$ cat src/rtl/core/smp_pkg.sv
// smp_pkg: shared types and constants for the sorted median select unit
// depends on nothing; used by smp_cell and sorted_median_select_unit
package smp_pkg;

  localparam int unsigned MAX_ITEMS = 64;
  localparam int unsigned DATA_W    = 32;
  localparam int unsigned CNT_W     = $clog2(MAX_ITEMS + 1);
  localparam int unsigned IDX_W     = (MAX_ITEMS > 1) ? $clog2(MAX_ITEMS) : 1;

  typedef struct packed {
    logic signed [DATA_W-1:0] sample;
    logic                     is_final;
  } in_word_t;

  typedef struct packed {
    logic signed [DATA_W-1:0] middle_value;
    logic                     run_end;
    logic                     dropped_any;
  } out_word_t;

  // per-cell control from the chain controller
  typedef struct packed {
    logic ins_en;   // a new key goes into the chain this cycle
    logic occ;      // cell holds a live value
    logic left_gt;  // left neighbor is moving right this cycle
  } cell_ctl_t;

  typedef enum logic [1:0] {
    ST_FILL,
    ST_FIRST,
    ST_SECOND
  } smp_state_t;

endpackage

$ cat src/rtl/core/smp_cell.sv
// smp_cell: one slot of the descending insertion chain
// depends on smp_pkg (cell_ctl_t, DATA_W)
module smp_cell (
  input  logic                              clk,
  input  smp_pkg::cell_ctl_t                ctl,
  input  logic signed [smp_pkg::DATA_W-1:0] key,
  input  logic signed [smp_pkg::DATA_W-1:0] left_val,
  output logic signed [smp_pkg::DATA_W-1:0] val,
  output logic                              gt
);

  logic signed [smp_pkg::DATA_W-1:0] val_r;
  logic signed [smp_pkg::DATA_W-1:0] val_nxt;

  // key lands here or further left when this slot is empty or smaller
  assign gt  = !ctl.occ || (key > val_r);
  assign val = val_r;

  always_comb begin
    val_nxt = val_r;
    if (ctl.ins_en && gt) begin
      val_nxt = ctl.left_gt ? left_val : key;
    end
  end

  always_ff @(posedge clk) begin
    val_r <= val_nxt;
  end

endmodule

$ cat config.mk
export PLATFORM = sky130hd
export DESIGN_NAME = smp_cell
export DESIGN_NICKNAME = d
export VERILOG_FILES = /design/src/rtl/core/smp_pkg.sv /design/src/rtl/core/smp_cell.sv
export SDC_FILE = /design/constraint.sdc
export NUM_CORES = 1
export LEC_CHECK = 0
export BUFFER_PORTS_ARGS = -buffer_cell sky130_fd_sc_hd__buf_4
export CAP_MARGIN = 40
export CORE_UTILIZATION = 51
export DETAILED_ROUTE_END_ITERATION = 16
export PLACE_DENSITY = 0.86
export SYNTH_ARGS = -nofsm -noshare
export SYNTH_HDL_FRONTEND = slang
export SYNTH_SLANG_ARGS = --single-unit
$ cat constraint.sdc
create_clock -name clk -period 14.8 [get_ports clk]
set_clock_uncertainty 0.2 [all_clocks]
set_input_delay 2.96 -clock clk [delete_from_list [all_inputs] [get_ports clk]]
set_output_delay 2.96 -clock clk [all_outputs]
set_load 0.02 [all_outputs]
==> results list <==
* Status: complete, no violations
* Worst path top cell family by delay: compound AO/OA/AOI/OAI gates
- TritonCTS created 5 clock buffers.
- After synthesis, the mean cell area works out to 11.8 µm².
- The initial antenna violation count is 0.
- Clock-pin transition on the worst setup and hold timing paths: 0.07 ns
* Number of clock sinks: 32
* Max_slew headroom: 0.622
- Critical Path Most Common Cell: buf_4
- After the first detailed-routing iteration, the DRC count stood at 67.
- Flop2flop setup slack: about 12 ns
- The count of endpoints failing hold in the final timing report was 0.
- In the synthesized netlist the dominant register cell turns out to be edfxtp_1.
- Dividing total power by cell area gives a power density of 83.5 nW/µm².
* Final routed wirelength across all metal layers: a little under 5000 µm
* First-pass GRT wire length: ~8000 µm
- Top cells by count, synth: inv_1 (33), edfxtp_1 (32), ha_1 (32)
- After the last flow step, the layout net total stands at around 390.
* Hold worst-path end: val[9]$_DFFE_PP_
* Number of fill cells: roughly 300
- The initial utilization of the core area, before any placement, comes to 0.541.
* Total standard cell area after synthesis: approximately 2200 µm²
* Fmax: approximately 0.13 GHz
* Number of flops mapped to enable cells by yosys: 32
- Of the post-synthesis cell area, the dominant cell type holds 0.434.
- Warning count from the yosys run: 0
- Pin count of the biggest net entering global routing: 34
* Seq/Total Area, Yosys: 0.434
- First-pass iteration count of the detailed router: 4
- The clock tree synthesis step divided the H-tree into 2 levels.
* TritonCTS clock tree: yes
* Width of the chip: roughly 68 µm
* Placed cell areas: about 3000 µm²
* Multi-input gate area: 1120 µm²
- Worst reg2reg path startpoint: val[21]$_DFFE_PP_
* Via count: roughly 1,800
- Flop and latch count out of synthesis: 32
- STA puts the critical path data arrival time at 4.84 ns.
- Worst hold margin: around 0.85 ns
- In this run the worst path has a maximum fanout of 2.
- Maximum VDD drop: ~56 µV
- By area the synthesized netlist is led by edfxtp_1 (43%), ha_1 (18%), mux2_2 (16%).
- The longest clock path from root to sink contains 2 buffers.
* Kind of critical path: primary input to primary output
* Min Tclk post-route: 8.00 ns
- Post-CTS setup-driven buffer insertion count: 0
- edfxtp_1 takes more of the synthesized area than any other cell.
* Final cell area excluding filler cells: approximately 3100 µm²
- The congestion estimate from routability-driven global placement came to 0.733.
* Category of the worst setup path launch point: primary input
* Number of global-route vias before repair: 1,769
* Flip-flop count of the largest register, all copies and words added: 32
* Reported max-cap violation count: 0
* DR DRC count: 0
- Along the worst hold path, the cell count comes to 5.
- After detailed routing, the number of vias per cell comes to ~5.2.
* Wirelength per Cell: roughly 14 µm
* Vert. Die Dim: between 60 and 70 µm
* Total global-route track usage: 0.236
- Post-Synthesis Cells: ~190
- Buffer and inverter count on the worst path: 2
- In this run, post-CTS repair resized a total of 0 instances.
- Share of final-layout standard cells stronger than drive strength 1: 0.493
- Area of the die: between 4000 and 5000 µm²
- Sort of element at the end of the critical path: primary output
* Worst Tran Pin Value: 0.564 ns
- In this run the tool buffered the top-level ports with 100 buffer cells.
- Setup repair after global routing left no endpoint under its margin.
* Ports: just over 100
* P_leak: around 0.0015 µW
* P&R area growth vs syn: 40.8%
* Setup violators final: 0
- Async set-or-reset flop fraction in the synthesized netlist: 0
- The HPWL after detailed placement is 4060 µm.
- Most frequent cell after synthesis: inv_1
- For the worst setup path, the data required time is approximately 12 ns.
* Total nets after synthesis: roughly 290
- Number of nets still failing antenna checks after routing: 0
- Root buffer cell: clkbuf_8
- Among all stages on the critical path, the largest delay is contributed by ha_1.
- Row Count: 23
- For this run the aggregate overflow at the end of global routing stands at 0.
- Class of the most critical hold timing path: flop to flop
- For the final routed database, the setup TNS stands at 0 ns.
- R2R cell count: 9
- The signal on the critical path passes through buf_4 > ha_1 > a211oi_2 > o21ai_1 > a2111oi_2 > o21bai_1 > nor3_1 > nor2_1 > buf_4.
- Final cycle utilization of the critical path: 0.540
- # hold bufs at CTS: 0
- The core region is approximately 4000 µm².
* Number of diodes: 0
* Count of pins over their slew limit: 0
- Area occupied by registers: just under 1000 µm²
* Startpoint of the most critical hold path: val[2]$_DFFE_PP_
- For the worst-skew pair, the clock arrives at the later sink with an insertion delay of between 0.2 and 0.3 ns.
* Largest stage delay on the critical path: ~0.35 ns
- Unique cell type count in the Yosys netlist: 30
- In this run the critical register-to-register path is captured at val[25]$_DFFE_PP_.
[routing by layer]
layer | part of all wire | track usage
met5 | 0 | 0
met4 | 0.018 | 0.0938
met3 | 0.079 | 0.0850
met2 | 0.52 | 0.417
met1 | 0.38 | 0.255
[worst register-to-register path, delay by kind of cell, from the launching register on]
kind,cells,cell delay [ns]
AND/OR/NAND/NOR,3,0.77
AO/OA/AOI/OAI,3,0.73
buffers and inverters,2,0.43
flip-flops,1,0.35
adder cells (fa/ha/maj),1,0.33
[layout make-up]
type | instances | area share
Multi-Input combinational cell | 119 | 0.359
Inverter | 33 | 0.0398
Sequential cell | 32 | 0.309
Tap cell | 50 | 0.0201
Timing Repair Buffer | 102 | 0.247
Clock buffer | 7 | 0.0245
Clock inverter | 1 | 0.00121
[cell usage in the layout (no fill, tap or decap), drive strengths merged, types with 2 or more instances in the layout]
cell / n
clkbuf: 7
inv: 33
ha: 32
o211ai: 2
nand4: 8
nor3: 2
o21ai: 6
edfxtp: 32
nor2: 4
buf: 102
nand2: 8
a21oi: 10
nand3: 2
mux2: 31
a211oi: 2
[worst max path at each step]
stage	end	slack, ns	from	cells after the start
floorplan	gt	7.15	key[31]	6
global placement	gt	6.88	key[21]	9
detailed placement	gt	6.80	key[31]	9
CTS	gt	6.80	key[21]	9
global route	gt	6.68	key[21]	9
finish	gt	6.80	key[21]	9
[per-stage QoR]
stage / setup WS, ns / std cells / total power [µW] / util
floorplan: 7.15 / 188 / 162 / -
global placement: 6.88 / 335 / 195 / 0.740
detailed placement: 6.80 / 336 / 198 / 0.742
CTS: 6.80 / 344 / 263 / 0.762
global route: 6.68 / 344 / 275 / 0.762
finish: 6.80 / 344 / 260 / 0.762
[cell families (layout without fill, tap and decap cells)]
| group | count (synthesis) | count (layout) | share of synthesized area |
|---|---|---|---|
| buffers and inverters | 37 | 143 | 0.0628 |
| adder cells (fa/ha/maj) | 32 | 32 | 0.181 |
| flip-flops | 32 | 32 | 0.434 |
| multiplexers | 31 | 31 | 0.158 |
| AND/OR/NAND/NOR | 30 | 30 | 0.0860 |
| AO/OA/AOI/OAI | 26 | 26 | 0.0781 |
[power by group]
part           total [µW]  internal (µW)  switching [µW]
logic                80.9           40.7            40.2
clock network        64.3           32.7            31.6
registers             115            111            4.11
total                 260            184            75.9
Power figures use the tool's default switching activity.
